===== src/hw/rtl/h261rl_pkg.sv =====
// shared types, constants and the tcoeff code table of the run-level coder
// no dependencies
package h261rl_pkg;

  localparam int CoefW       = 12;
  localparam int PosW        = 6;
  localparam int QuantW      = 5;
  localparam int ThrW        = 3;
  localparam int CodeW       = 20;
  localparam int LenW        = 5;
  localparam int RunW        = 6;
  localparam int LevW        = 8;
  localparam int DivSteps    = CoefW;
  localparam int StepW       = $clog2(DivSteps);
  localparam int FifoDepth   = 2;
  localparam int FifoPtrW    = $clog2(FifoDepth);
  localparam int FifoCntW    = $clog2(FifoDepth + 1);

  localparam logic [PosW-1:0] FilterStart = PosW'(20);
  localparam logic [PosW-1:0] LastPos     = PosW'(63);
  localparam logic [LenW-1:0] DcLen       = LenW'(8);
  localparam logic [LenW-1:0] EscLen      = LenW'(20);
  localparam logic [LenW-1:0] EobLen      = LenW'(2);
  localparam logic [CodeW-1:0] EobCode    = CodeW'(2);
  localparam logic [5:0]       EscPrefix  = 6'b000001;

  typedef enum logic [1:0] {
    F_IDLE,
    F_DIV,
    F_PUSH
  } front_state_t;

  // one classified term handed from the front to the back
  typedef struct packed {
    logic            is_dc;
    logic            last;
    logic [LevW-1:0] val;
  } term_t;

  typedef struct packed {
    logic       found;
    logic [5:0] bits;
    logic [3:0] len;
  } vlc_t;

  function automatic vlc_t tcoeff_lookup(input logic [RunW-1:0] run, input logic [3:0] lev);
    vlc_t v;
    v = '{found: 1'b1, bits: 6'h00, len: 4'd0};
    case ({run, lev})
      {6'd0, 4'd1}:   begin v.bits = 6'h03; v.len = 4'd2;  end
      {6'd0, 4'd2}:   begin v.bits = 6'h04; v.len = 4'd4;  end
      {6'd0, 4'd3}:   begin v.bits = 6'h05; v.len = 4'd5;  end
      {6'd0, 4'd4}:   begin v.bits = 6'h06; v.len = 4'd7;  end
      {6'd0, 4'd5}:   begin v.bits = 6'h26; v.len = 4'd8;  end
      {6'd0, 4'd6}:   begin v.bits = 6'h21; v.len = 4'd8;  end
      {6'd0, 4'd7}:   begin v.bits = 6'h0A; v.len = 4'd10; end
      {6'd0, 4'd8}:   begin v.bits = 6'h1D; v.len = 4'd12; end
      {6'd0, 4'd9}:   begin v.bits = 6'h18; v.len = 4'd12; end
      {6'd0, 4'd10}:  begin v.bits = 6'h13; v.len = 4'd12; end
      {6'd0, 4'd11}:  begin v.bits = 6'h10; v.len = 4'd12; end
      {6'd0, 4'd12}:  begin v.bits = 6'h1A; v.len = 4'd13; end
      {6'd0, 4'd13}:  begin v.bits = 6'h19; v.len = 4'd13; end
      {6'd0, 4'd14}:  begin v.bits = 6'h18; v.len = 4'd13; end
      {6'd0, 4'd15}:  begin v.bits = 6'h17; v.len = 4'd13; end
      {6'd1, 4'd1}:   begin v.bits = 6'h03; v.len = 4'd3;  end
      {6'd1, 4'd2}:   begin v.bits = 6'h06; v.len = 4'd6;  end
      {6'd1, 4'd3}:   begin v.bits = 6'h25; v.len = 4'd8;  end
      {6'd1, 4'd4}:   begin v.bits = 6'h0C; v.len = 4'd10; end
      {6'd1, 4'd5}:   begin v.bits = 6'h1B; v.len = 4'd12; end
      {6'd1, 4'd6}:   begin v.bits = 6'h16; v.len = 4'd13; end
      {6'd1, 4'd7}:   begin v.bits = 6'h15; v.len = 4'd13; end
      {6'd2, 4'd1}:   begin v.bits = 6'h05; v.len = 4'd4;  end
      {6'd2, 4'd2}:   begin v.bits = 6'h04; v.len = 4'd7;  end
      {6'd2, 4'd3}:   begin v.bits = 6'h0B; v.len = 4'd10; end
      {6'd2, 4'd4}:   begin v.bits = 6'h14; v.len = 4'd12; end
      {6'd2, 4'd5}:   begin v.bits = 6'h14; v.len = 4'd13; end
      {6'd3, 4'd1}:   begin v.bits = 6'h07; v.len = 4'd5;  end
      {6'd3, 4'd2}:   begin v.bits = 6'h24; v.len = 4'd8;  end
      {6'd3, 4'd3}:   begin v.bits = 6'h1C; v.len = 4'd12; end
      {6'd3, 4'd4}:   begin v.bits = 6'h13; v.len = 4'd13; end
      {6'd4, 4'd1}:   begin v.bits = 6'h06; v.len = 4'd5;  end
      {6'd4, 4'd2}:   begin v.bits = 6'h0F; v.len = 4'd10; end
      {6'd4, 4'd3}:   begin v.bits = 6'h12; v.len = 4'd12; end
      {6'd5, 4'd1}:   begin v.bits = 6'h07; v.len = 4'd6;  end
      {6'd5, 4'd2}:   begin v.bits = 6'h09; v.len = 4'd10; end
      {6'd5, 4'd3}:   begin v.bits = 6'h12; v.len = 4'd13; end
      {6'd6, 4'd1}:   begin v.bits = 6'h05; v.len = 4'd6;  end
      {6'd6, 4'd2}:   begin v.bits = 6'h1E; v.len = 4'd12; end
      {6'd7, 4'd1}:   begin v.bits = 6'h04; v.len = 4'd6;  end
      {6'd7, 4'd2}:   begin v.bits = 6'h15; v.len = 4'd12; end
      {6'd8, 4'd1}:   begin v.bits = 6'h07; v.len = 4'd7;  end
      {6'd8, 4'd2}:   begin v.bits = 6'h11; v.len = 4'd12; end
      {6'd9, 4'd1}:   begin v.bits = 6'h05; v.len = 4'd7;  end
      {6'd9, 4'd2}:   begin v.bits = 6'h11; v.len = 4'd13; end
      {6'd10, 4'd1}:  begin v.bits = 6'h27; v.len = 4'd8;  end
      {6'd10, 4'd2}:  begin v.bits = 6'h10; v.len = 4'd13; end
      {6'd11, 4'd1}:  begin v.bits = 6'h23; v.len = 4'd8;  end
      {6'd12, 4'd1}:  begin v.bits = 6'h22; v.len = 4'd8;  end
      {6'd13, 4'd1}:  begin v.bits = 6'h20; v.len = 4'd8;  end
      {6'd14, 4'd1}:  begin v.bits = 6'h0E; v.len = 4'd10; end
      {6'd15, 4'd1}:  begin v.bits = 6'h0D; v.len = 4'd10; end
      {6'd16, 4'd1}:  begin v.bits = 6'h08; v.len = 4'd10; end
      {6'd17, 4'd1}:  begin v.bits = 6'h1F; v.len = 4'd12; end
      {6'd18, 4'd1}:  begin v.bits = 6'h1A; v.len = 4'd12; end
      {6'd19, 4'd1}:  begin v.bits = 6'h19; v.len = 4'd12; end
      {6'd20, 4'd1}:  begin v.bits = 6'h17; v.len = 4'd12; end
      {6'd21, 4'd1}:  begin v.bits = 6'h16; v.len = 4'd12; end
      {6'd22, 4'd1}:  begin v.bits = 6'h1F; v.len = 4'd13; end
      {6'd23, 4'd1}:  begin v.bits = 6'h1E; v.len = 4'd13; end
      {6'd24, 4'd1}:  begin v.bits = 6'h1D; v.len = 4'd13; end
      {6'd25, 4'd1}:  begin v.bits = 6'h1C; v.len = 4'd13; end
      {6'd26, 4'd1}:  begin v.bits = 6'h1B; v.len = 4'd13; end
      default:        v.found = 1'b0;
    endcase
    return v;
  endfunction

endpackage


===== src/hw/rtl/h261rl_front.sv =====
// front end: accepts coefficients, rounds dc terms, scales and filters ac terms
// uses h261rl_pkg; holds the divide_enable register and a bit-serial divider
module h261rl_front (
  input  logic                           clk,
  input  logic                           rst_n,
  input  logic                           in_valid,
  output logic                           in_stall,
  input  logic [h261rl_pkg::CoefW-1:0]   in_coefficient,
  input  logic [h261rl_pkg::PosW-1:0]    in_scan_position,
  input  logic [h261rl_pkg::QuantW-1:0]  in_quantizer,
  input  logic [h261rl_pkg::ThrW-1:0]    in_filter_threshold,
  input  logic                           cfg_valid,
  output logic                           cfg_ready,
  input  logic                           cfg_divide_enable,
  output logic                           push,
  output h261rl_pkg::term_t              push_term,
  input  logic                           fifo_full
);

  h261rl_pkg::front_state_t state_r, state_nxt;

  logic                            div_en_r;
  logic                            neg_r;
  logic [h261rl_pkg::PosW-1:0]     pos_r;
  logic [h261rl_pkg::ThrW-1:0]     thr_r;
  logic [h261rl_pkg::QuantW-1:0]   q_r;
  logic [h261rl_pkg::CoefW-1:0]    quo_r, quo_nxt;
  logic [5:0]                      rem_r, rem_nxt;
  logic [h261rl_pkg::StepW-1:0]    cnt_r;
  logic [7:0]                      dc_r;

  logic                            accept;
  logic                            in_neg;
  logic [h261rl_pkg::CoefW-1:0]    in_mag;
  logic                            skip_div;
  logic signed [12:0]              dc_sum;
  logic signed [9:0]               dc_shr;
  logic [7:0]                      dc_val;
  logic [6:0]                      div_sh;
  logic [6:0]                      div_d;
  logic                            div_ge;
  logic                            div_done;
  logic                            filt_zero;
  logic [7:0]                      lev8;

  assign cfg_ready = 1'b1;
  assign accept    = in_valid && !in_stall;
  assign in_neg    = in_coefficient[h261rl_pkg::CoefW-1];
  assign in_mag    = in_neg ? (~in_coefficient + 1'b1) : in_coefficient;
  assign skip_div  = (in_scan_position == '0) || !div_en_r || (in_quantizer == '0);

  // dc rounding: (c + 4) >> 3, then clamp to 1..254, with 128 sent as 255
  assign dc_sum = {in_coefficient[h261rl_pkg::CoefW-1], in_coefficient} + 13'sd4;
  assign dc_shr = 10'(dc_sum >>> 3);
  always_comb begin
    if (dc_shr <= 10'sd0) begin
      dc_val = 8'd1;
    end else if (dc_shr > 10'sd254) begin
      dc_val = 8'd254;
    end else if (dc_shr == 10'sd128) begin
      dc_val = 8'd255;
    end else begin
      dc_val = dc_shr[7:0];
    end
  end

  // restoring divider, one quotient bit per cycle, quotient shifts into quo_r
  assign div_d    = {1'b0, q_r, 1'b0};
  assign div_sh   = {rem_r, quo_r[h261rl_pkg::CoefW-1]};
  assign div_ge   = div_sh >= div_d;
  assign rem_nxt  = div_ge ? 6'(div_sh - div_d) : div_sh[5:0];
  assign quo_nxt  = {quo_r[h261rl_pkg::CoefW-2:0], div_ge};
  assign div_done = (cnt_r == h261rl_pkg::StepW'(h261rl_pkg::DivSteps - 1));

  assign filt_zero = (pos_r >= h261rl_pkg::FilterStart) &&
                     (quo_r <= h261rl_pkg::CoefW'(thr_r));
  assign lev8      = filt_zero ? 8'd0 : (neg_r ? (8'd0 - quo_r[7:0]) : quo_r[7:0]);

  always_comb begin
    state_nxt = state_r;
    case (state_r)
      h261rl_pkg::F_IDLE: begin
        if (accept) begin
          state_nxt = skip_div ? h261rl_pkg::F_PUSH : h261rl_pkg::F_DIV;
        end
      end
      h261rl_pkg::F_DIV: begin
        if (div_done) begin
          state_nxt = h261rl_pkg::F_PUSH;
        end
      end
      h261rl_pkg::F_PUSH: begin
        if (!fifo_full) begin
          state_nxt = h261rl_pkg::F_IDLE;
        end
      end
      default: state_nxt = h261rl_pkg::F_IDLE;
    endcase
  end

  assign in_stall        = (state_r != h261rl_pkg::F_IDLE);
  assign push            = (state_r == h261rl_pkg::F_PUSH) && !fifo_full;
  assign push_term.is_dc = (pos_r == '0);
  assign push_term.last  = (pos_r == h261rl_pkg::LastPos);
  assign push_term.val   = (pos_r == '0) ? dc_r : lev8;

  always_ff @(posedge clk) begin
    if (!rst_n) begin
      state_r  <= h261rl_pkg::F_IDLE;
      div_en_r <= 1'b1;
    end else begin
      state_r <= state_nxt;
      if (cfg_valid && cfg_ready) begin
        div_en_r <= cfg_divide_enable;
      end
    end
  end

  always_ff @(posedge clk) begin
    if (accept) begin
      neg_r <= in_neg;
      pos_r <= in_scan_position;
      thr_r <= in_filter_threshold;
      q_r   <= in_quantizer;
      quo_r <= in_mag;
      rem_r <= '0;
      cnt_r <= '0;
      dc_r  <= dc_val;
    end else if (state_r == h261rl_pkg::F_DIV) begin
      quo_r <= quo_nxt;
      rem_r <= rem_nxt;
      cnt_r <= cnt_r + 1'b1;
    end
  end

endmodule


===== src/hw/rtl/h261rl_fifo.sv =====
// two-word queue of classified terms between front and back
// uses h261rl_pkg
module h261rl_fifo (
  input  logic              clk,
  input  logic              rst_n,
  input  logic              push,
  input  h261rl_pkg::term_t push_term,
  output logic              full,
  input  logic              pop,
  output h261rl_pkg::term_t pop_term,
  output logic              empty
);

  h261rl_pkg::term_t                  mem_r [h261rl_pkg::FifoDepth];
  logic [h261rl_pkg::FifoPtrW-1:0]    wr_r, rd_r;
  logic [h261rl_pkg::FifoCntW-1:0]    cnt_r, cnt_nxt;

  assign full     = (cnt_r == h261rl_pkg::FifoCntW'(h261rl_pkg::FifoDepth));
  assign empty    = (cnt_r == '0);
  assign pop_term = mem_r[rd_r];

  always_comb begin
    cnt_nxt = cnt_r;
    if (push && !pop) begin
      cnt_nxt = cnt_r + 1'b1;
    end else if (pop && !push) begin
      cnt_nxt = cnt_r - 1'b1;
    end
  end

  always_ff @(posedge clk) begin
    if (!rst_n) begin
      wr_r  <= '0;
      rd_r  <= '0;
      cnt_r <= '0;
    end else begin
      cnt_r <= cnt_nxt;
      if (push) begin
        wr_r <= wr_r + 1'b1;
      end
      if (pop) begin
        rd_r <= rd_r + 1'b1;
      end
    end
  end

  always_ff @(posedge clk) begin
    if (push) begin
      mem_r[wr_r] <= push_term;
    end
  end

  a_no_overflow: assert property (@(posedge clk) disable iff (!rst_n) !(push && full))
    else $error("queue written while full");
  a_no_underflow: assert property (@(posedge clk) disable iff (!rst_n) !(pop && empty))
    else $error("queue read while empty");
  a_cnt_range: assert property (@(posedge clk) disable iff (!rst_n)
    cnt_r <= h261rl_pkg::FifoCntW'(h261rl_pkg::FifoDepth))
    else $error("queue count out of range");

endmodule


===== src/hw/rtl/h261rl_back.sv =====
// back end: keeps the zero run and turns terms into dc, tcoeff, escape and eob codes
// uses h261rl_pkg; output word held in a register
module h261rl_back (
  input  logic                          clk,
  input  logic                          rst_n,
  input  logic                          fifo_empty,
  input  h261rl_pkg::term_t             pop_term,
  output logic                          pop,
  output logic                          out_valid,
  input  logic                          out_stall,
  output logic [h261rl_pkg::CodeW-1:0]  out_code_bits,
  output logic [h261rl_pkg::LenW-1:0]   out_code_length,
  output logic                          out_block_end
);

  logic [h261rl_pkg::RunW-1:0]   run_r, run_nxt;
  logic                          eob_pend_r, eob_pend_nxt;
  logic                          ov_r, ov_nxt;
  logic [h261rl_pkg::CodeW-1:0]  bits_r, bits_nxt;
  logic [h261rl_pkg::LenW-1:0]   len_r, len_nxt;
  logic                          end_r, end_nxt;

  logic                          slot;
  logic                          lneg;
  logic [7:0]                    amag;
  h261rl_pkg::vlc_t              vlc;

  assign slot = !ov_r || !out_stall;
  assign pop  = slot && !eob_pend_r && !fifo_empty;
  assign lneg = pop_term.val[7];
  assign amag = lneg ? (8'd0 - pop_term.val) : pop_term.val;
  assign vlc  = h261rl_pkg::tcoeff_lookup(run_r, amag[3:0]);

  always_comb begin
    run_nxt      = run_r;
    eob_pend_nxt = eob_pend_r;
    ov_nxt       = ov_r && out_stall;
    bits_nxt     = bits_r;
    len_nxt      = len_r;
    end_nxt      = end_r;
    if (slot && eob_pend_r) begin
      ov_nxt       = 1'b1;
      bits_nxt     = h261rl_pkg::EobCode;
      len_nxt      = h261rl_pkg::EobLen;
      end_nxt      = 1'b1;
      eob_pend_nxt = 1'b0;
    end else if (pop) begin
      if (pop_term.is_dc) begin
        ov_nxt   = 1'b1;
        bits_nxt = h261rl_pkg::CodeW'(pop_term.val);
        len_nxt  = h261rl_pkg::DcLen;
        end_nxt  = 1'b0;
        run_nxt  = '0;
      end else if (pop_term.val == '0) begin
        // zero level only lengthens the run, unless it closes the block
        if (pop_term.last) begin
          ov_nxt   = 1'b1;
          bits_nxt = h261rl_pkg::EobCode;
          len_nxt  = h261rl_pkg::EobLen;
          end_nxt  = 1'b1;
          run_nxt  = '0;
        end else begin
          run_nxt = run_r + 1'b1;
        end
      end else begin
        ov_nxt  = 1'b1;
        end_nxt = 1'b0;
        if ((amag <= 8'd15) && vlc.found) begin
          bits_nxt = h261rl_pkg::CodeW'({vlc.bits, lneg});
          len_nxt  = h261rl_pkg::LenW'(vlc.len) + 1'b1;
        end else begin
          bits_nxt = {h261rl_pkg::EscPrefix, run_r, pop_term.val};
          len_nxt  = h261rl_pkg::EscLen;
        end
        run_nxt      = '0;
        eob_pend_nxt = pop_term.last;
      end
    end
  end

  always_ff @(posedge clk) begin
    if (!rst_n) begin
      run_r      <= '0;
      eob_pend_r <= 1'b0;
      ov_r       <= 1'b0;
    end else begin
      run_r      <= run_nxt;
      eob_pend_r <= eob_pend_nxt;
      ov_r       <= ov_nxt;
    end
  end

  always_ff @(posedge clk) begin
    bits_r <= bits_nxt;
    len_r  <= len_nxt;
    end_r  <= end_nxt;
  end

  assign out_valid       = ov_r;
  assign out_code_bits   = bits_r;
  assign out_code_length = len_r;
  assign out_block_end   = end_r;

endmodule


===== src/hw/rtl/h261_block_run_level_coder_top.sv =====
// with no division (dc terms, divide off or quantizer 0) a coefficient is registered in
// the front, pushed to the queue and coded into the output register; with division the
// front first runs the 12-step bit-serial divider; it stalls until each term is pushed.
// the back sends one code word per cycle when fed and not stalled; an ac term with eob gives two words
// reset: synchronous active-low rst_n clears the zero run, the queue and the output
// valid, and sets divide_enable to 1
module h261_block_run_level_coder_top (
  input  logic                           clk,
  input  logic                           rst_n,
  input  logic                           in_valid,
  output logic                           in_stall,
  input  logic [h261rl_pkg::CoefW-1:0]   in_coefficient,
  input  logic [h261rl_pkg::PosW-1:0]    in_scan_position,
  input  logic [h261rl_pkg::QuantW-1:0]  in_quantizer,
  input  logic [h261rl_pkg::ThrW-1:0]    in_filter_threshold,
  input  logic                           cfg_valid,
  output logic                           cfg_ready,
  input  logic                           cfg_divide_enable,
  output logic                           out_valid,
  input  logic                           out_stall,
  output logic [h261rl_pkg::CodeW-1:0]   out_code_bits,
  output logic [h261rl_pkg::LenW-1:0]    out_code_length,
  output logic                           out_block_end
);

  logic              push, pop, full, empty;
  h261rl_pkg::term_t push_term, pop_term;

  h261rl_front u_front (
    .clk                 (clk),
    .rst_n               (rst_n),
    .in_valid            (in_valid),
    .in_stall            (in_stall),
    .in_coefficient      (in_coefficient),
    .in_scan_position    (in_scan_position),
    .in_quantizer        (in_quantizer),
    .in_filter_threshold (in_filter_threshold),
    .cfg_valid           (cfg_valid),
    .cfg_ready           (cfg_ready),
    .cfg_divide_enable   (cfg_divide_enable),
    .push                (push),
    .push_term           (push_term),
    .fifo_full           (full)
  );

  h261rl_fifo u_fifo (
    .clk       (clk),
    .rst_n     (rst_n),
    .push      (push),
    .push_term (push_term),
    .full      (full),
    .pop       (pop),
    .pop_term  (pop_term),
    .empty     (empty)
  );

  h261rl_back u_back (
    .clk             (clk),
    .rst_n           (rst_n),
    .fifo_empty      (empty),
    .pop_term        (pop_term),
    .pop             (pop),
    .out_valid       (out_valid),
    .out_stall       (out_stall),
    .out_code_bits   (out_code_bits),
    .out_code_length (out_code_length),
    .out_block_end   (out_block_end)
  );

endmodule


===== config.mk =====
export PLATFORM = sky130hd
export DESIGN_NAME = h261_block_run_level_coder_top
export DESIGN_NICKNAME = d
export VERILOG_FILES = /design/src/hw/rtl/h261rl_pkg.sv /design/src/hw/rtl/h261rl_front.sv /design/src/hw/rtl/h261rl_fifo.sv /design/src/hw/rtl/h261rl_back.sv /design/src/hw/rtl/h261_block_run_level_coder_top.sv
export SDC_FILE = /design/constraint.sdc
export NUM_CORES = 1
export LEC_CHECK = 0
export BUFFER_PORTS_ARGS = -buffer_cell sky130_fd_sc_hd__buf_4
export CORE_ASPECT_RATIO = 0.6
export CORE_MARGIN = 2
export CORE_UTILIZATION = 43
export CTS_BUF_LIST = sky130_fd_sc_hd__clkbuf_4 sky130_fd_sc_hd__clkbuf_8
export DETAILED_ROUTE_END_ITERATION = 16
export PLACE_DENSITY = 0.62
export SYNTH_ARGS = -nofsm -noshare
export SYNTH_HDL_FRONTEND = slang
export SYNTH_SLANG_ARGS = --single-unit

===== constraint.sdc =====
create_clock -name clk -period 3.75 [get_ports clk]
set_input_delay 0.375 -clock clk [delete_from_list [all_inputs] [get_ports clk]]
set_output_delay 0.375 -clock clk [all_outputs]
set_load 0.01 [all_outputs]

; ---- Word-level counts from Yosys, hierarchy flattened
; Memories as Yosys holds them, arrays and structs flattened. A register that Yosys moved wholly into a read port is not among the register bits.
; Index checks and enable logic that the tools add are counted.
[classes]
n_addsub = 12
n_mul = 0
div = 0
order_cmp = 6
eq_ne = 73
shift = 0
mux = 42
bitwise = 5
reduce_logical = 37
[ops]
columns = cell, count
row1 = $pmux W10 S63, 1
row2 = $eq A10 B9 Y1 const B, 12
row3 = $eq A10 B8 Y1 const B, 11
row4 = $eq A10 B7 Y1 const B, 10
row5 = $eq A10 B6 Y1 const B, 9
row6 = $eq A10 B4 Y1 const B, 8
row7 = $eq A10 B5 Y1 const B, 7
row8 = $reduce_or A63 Y1, 1
row9 = $mux W20, 3
row10 = $mux W8, 6
row11 = $eq A10 B3 Y1 const B, 4
row12 = $mux W12, 3
row13 = $mux W6, 4
row14 = $eq A10 B2 Y1 const B, 2
row15 = $mux W5, 4
row16 = $sub A1 B8 Y8 const A, 2
row17 = $mux W15, 1
row18 = $add A12 B4 Y13 const B, 1
row19 = $mux W1, 13
row20 = $add A12 B1 Y12 const B, 1
row21 = $le A12 B3 Y1, 1
row22 = $logic_not A6 Y1, 2
row23 = $mux W2, 6
row24 = $not A12 Y12, 1
row25 = other kinds (32), 62
[totals]
register_bits = 86
latchBits = 0
mem_bits_rw = 20
rom_bits = 0
in_bits = 32
word_cells = 195
mem_count = 1
[memory_table]
columns = memory, depth, width, read_ports, rd_ports_with_merged_regs, write_ports, line
row1 = u_fifo.mem_r, 2, 10, 1, 1, 1, h261rl_fifo.sv:14  ; h261rl_pkg::term_t mem_r [h261rl_pkg::FifoDepth];

; ---- Longest topological paths before layout
[logic_depth]
word_depth = 9
depth_mapped = 18
ltp_nobuf = 14

; ---- Modules after synthesis
; A second synthesis with hierarchy kept.
[hier_totals]
cells_unflattened = 800
hier_area_um2 = 7011.7
[by_module_without_submodules]
columns = mod, n_inst, cells_per_inst, area_per_inst_um2, seq_area_each_um2
row1 = h261rl_back, 1, 438, 3108.0, 580.6
row2 = h261rl_front, 1, 309, 2966.6, 1311.3
row3 = h261rl_fifo, 1, 53, 937.1, 700.7

; ---- Worst setup path before layout
; No wires, ideal clock.
[synth_path]
kind = flip-flop to flip-flop
startpoint = reg with a tool-made name
endpoint = reg u_back.bits_r, in the netlist u_back.out_code_bits[0]
setup_time_ns = 0.086
arrival_time_ns = 3.607
t_required_ns = 3.664
slack_ns = 0.057
path_stages_with_launch = 16
path_buffers = 4
period_less_slack_ns = 3.693
cell_sequence = dfxtp_1 -> buf_6 -> mux2_2 -> buf_4 -> inv_1 -> ha_1 -> buf_2 -> a2111oi_0 -> a311o_1 -> buf_2 -> o211ai_1 -> nand3_1 -> or4b_1 -> o21ai_2 -> mux2_2 -> a211oi_1
[synth_rtl]
columns = element, line
row1 = to (signal assigned), h261rl_back.sv:94  ; bits_r <= bits_nxt;
row2 = to (decl), h261rl_back.sv:19  ; logic [h261rl_pkg::CodeW-1:0] bits_r, bits_nxt;

==> metrics.md <==
| Metric | Value |
|---|---|
| Status | `completed` |
| Hold Crit Depth | `1` |
| H-tree depth | `3` |
| Share of cells above drive strength 1 | `0.219` |
| Routability cong. | `about 1.0` |
| Boundary pin count | `61` |
| Number of max-slew violations in the final report | `0` |
| Final hold vios | `0` |
| Total congestion overflow | `0` |
| Largest net degree at the start of global routing | `30` |
| WL final | `24200 um` |
| Clock Sinks | `around 100` |
| F_max | `0.275 GHz` |
| Pleak | `~3.2 nW` |
| Starting Density | `0.445` |
| Pwr Density | `around 640 mW/mm^2` |
| Worst VDD drop | `between 0.0003 and 0.0004 V` |
| Root Buffer | `clkbuf_8` |
| Syn avg cell area | `roughly 8.7 um^2` |
| Worst r2r path cells | `14` |
| CP peak stage delay | `460 ps` |
| Via density | `6.16` |
| Final instance area | `0.00821 mm^2` |
| Flop-to-flop setup slack | `120 ps` |
| Slew headroom | `0.204` |
| Hold path endpoint | `u_front.q_r[1]` |
| Routed vias | `6825` |
| DRC viols | `0` |
| Antenna-violating nets left | `0` |
| Leading cell type in the layout, fill and taps excluded | `buf_4` |
| Async set or reset register ratio after synthesis | `0` |
| Hold_buf cts | `0` |
| HP Start | `in_quantizer[1]` |
| Initial antenna violation count | `1` |
| Synthesis-to-layout area growth | `19.0%` |
| Nets@finish | `954` |
| Cell Area, Placed | `0.00794 mm^2` |
| HP Class | `primary input to flip-flop` |
| Max cap viols | `0` |
| Num CTS Buffers | `9` |
| Die height | `102 um` |
| Core Area | `0.0155 mm^2` |
| Die X | `about 170 um` |
| Worst Setup Start Kind | `flip-flop` |
| Worst Setup End Kind | `flip-flop` |
| Final Setup Violations | `0` |
| Ys flop type | `edfxtp_1` |
| Global-route wire length before repair | `36900 um` |
| Detailed Place HPWL | `19000 um` |
| Vias in the first global route | `6427` |
| CP cell instances | `mux2_2, inv_1, ha_2, buf_4, nor2_1, xnor2_1, nand2_1, o21ai_0, buf_4, nor4_1, nand2b_1, ha_1, xnor2_1, a221o_1` |
| Post-Route Skew | `25.7 ps` |
| CP Data Required Time | `4040 ps` |
| Final min period | `3630 ps` |
| Synth Register Bits | `102` |
| Worst-Skew Late Latency | `380 ps` |
| EDFF count, synth | `55` |
| TritonCTS clock tree | `built` |
| Number of DRC markers in iteration 0 | `695` |
| RSZ-0062 raised after global routing | `no` |
| Synthesized area | `0.00689 mm^2` |
| GRT Overall Usage | `0.285` |
| # rows | `35` |
| Fin cells | `1108` |
| Synth cell types | `85` |
| DR WL/cell | `21.8 um` |
| Setup TNS | `0 ps` |
| Reg clk slew, reported paths | `130 ps` |
| Mapped Cells | `around 800` |
| CP Class | `flip-flop to flip-flop` |
| Die area | `roughly 0.017 mm^2` |
| DP Cell Count | `1089` |
| Syn. warnings | `0` |
| Seq/Total Area, Yosys | `0.376` |
| Drt pass-1 iters | `5` |
| FF-to-FF End | `u_back.out_code_length[2]` |
| IO buf count | `54` |
| Final period util | `0.969` |
| Slew @ Worst Pin | `~1200 ps` |
| Crit path max fanout | `8` |
| Commonest non-fill, non-tap cells in the layout | `buf_4 (141), nand2_1 (83), o21ai_0 (63), nor2_1 (61), edfxtp_1 (55)` |
| CP arrival | `3920 ps` |
| CTS max path bufs | `2` |
| Crit-path slowest cell | `xnor2_1` |
through the flow:
| step | util | setup WS (ps) | hold slack, ps | power [mW] |
|---|---|---|---|---|
| after floorplan | - | 57.3 | 441 | 3.29 |
| after global placement | 0.512 | 5.59 | 460 | 4.34 |
| after detailed placement | 0.512 | -44.3 | 452 | 4.37 |
| after CTS | 0.525 | 12.0 | 163 | 5.08 |
| after global routing | 0.529 | 9.43 | 154 | 5.53 |
| final | 0.529 | 116 | 176 | 5.22 |
worst max-delay path by stage:
| stage | start | slack [ps] | cells past startpoint | endpoint |
|---|---|---|---|---|
| after floorplan | flip-flop | 60 | 15 | u_back.out_code_bits[0] |
| after global placement | flip-flop | 6 | 12 | u_back.out_code_length[2] |
| after detailed placement | flip-flop | -40 | 14 | u_back.out_code_length[3] |
| after CTS | u_back.run_r[3] | 10 | 10 | u_back.out_code_bits[1] |
| after global routing | flip-flop | 9 | 14 | u_back.out_code_length[3] |
| final | flip-flop | 120 | 14 | u_back.out_code_length[2] |
what timing repair did:
| action | 4_1_cts | 5_1_grt |
|---|---|---|
| setup buffers | 0 | 2 |
| resized for setup | 1 | 12 |
| setup endpoints to repair | 1 | 17 |
cell type report:
| type | count | area [um^2] |
|---|---|---|
| well taps | 203 | 254 |
| repair buffers | 141 | 1060 |
| clock inverters | 6 | 60.1 |
| fillers | 1460 | 7300 |
| multi-input cells | 610 | 3970 |
| clock buffers | 10 | 131 |
| inverters | 35 | 131 |
| diodes | 1 | 2.50 |
| flip-flops and latches | 102 | 2590 |
where the power goes:
group | total [mW] | internal [mW] | leakage (nW) | switching, mW
Sequential | 1.67 | 1.47 | 0.908 | 0.203
Combinational | 2.84 | 1.12 | 2.18 | 1.72
Clock | 0.713 | 0.271 | 0.101 | 0.441
critical path: cells and delay by family, from the launching register on:
family	cells	cell delay, ps
flops	1	400
buf+inv	3	430
mux	1	360
simple gates	4	680
fa+ha+maj	2	540
compound gates	2	620
xor+xnor	2	540
Yosys cell counts (all sizes together), types with 5 or more instances:
master / instances / area share
a31oi: 7 / 0.0064
o211ai: 13 / 0.016
inv: 34 / 0.019
nor2b: 11 / 0.010
mux2i: 16 / 0.025
o41ai: 5 / 0.0064
o21ai: 64 / 0.047
nor3: 19 / 0.014
nor4: 7 / 0.0082
nand2: 83 / 0.045
a22o: 6 / 0.0076
nand2b: 6 / 0.0054
or4: 6 / 0.0071
edfxtp: 55 / 0.24
a221o: 5 / 0.0073
or3: 10 / 0.0091
a21oi: 46 / 0.035
nand4: 11 / 0.010
xor2: 22 / 0.028
a32oi: 6 / 0.0076
ha: 22 / 0.040
dfxtp: 47 / 0.14
o22ai: 13 / 0.012
o31ai: 9 / 0.011
xnor2: 15 / 0.019
and3: 6 / 0.0054
o2111ai: 7 / 0.011
nand3: 34 / 0.025
mux2: 8 / 0.013
buf: 26 / 0.023
clkbuf: 28 / 0.015
nor2: 63 / 0.035
a22oi: 8 / 0.0087
and2: 12 / 0.011
registers in the layout (all words and copies together) (netlist names), 6 cells and up, named ones only:
signal / cells
u_back.out_code_bits: 15
u_back.run_r: 6
u_fifo.mem_r: 20
u_front.dc_r: 8
u_front.pos_r: 6
u_front.quo_r: 12
u_front.rem_r: 6
cells by family after synthesis:
family          after synthesis  synth area share
flops                       102             0.376
simple gates                291             0.214
compound gates              229             0.224
fa+ha+maj                    23            0.0428
buf+inv                      89            0.0577
xor+xnor                     37            0.0470
other cells                   2           0.00109
mux                          24            0.0379
layer usage:
metal	GRT usage	wire [um]	vias up
met1	0.434	11800	3266
li1	-	-	3147
met3	0.0895	2790	24
met2	0.387	9270	388
met4	0.0622	257	0
met5	0	0	-
(Power assumes the default switching activity.)
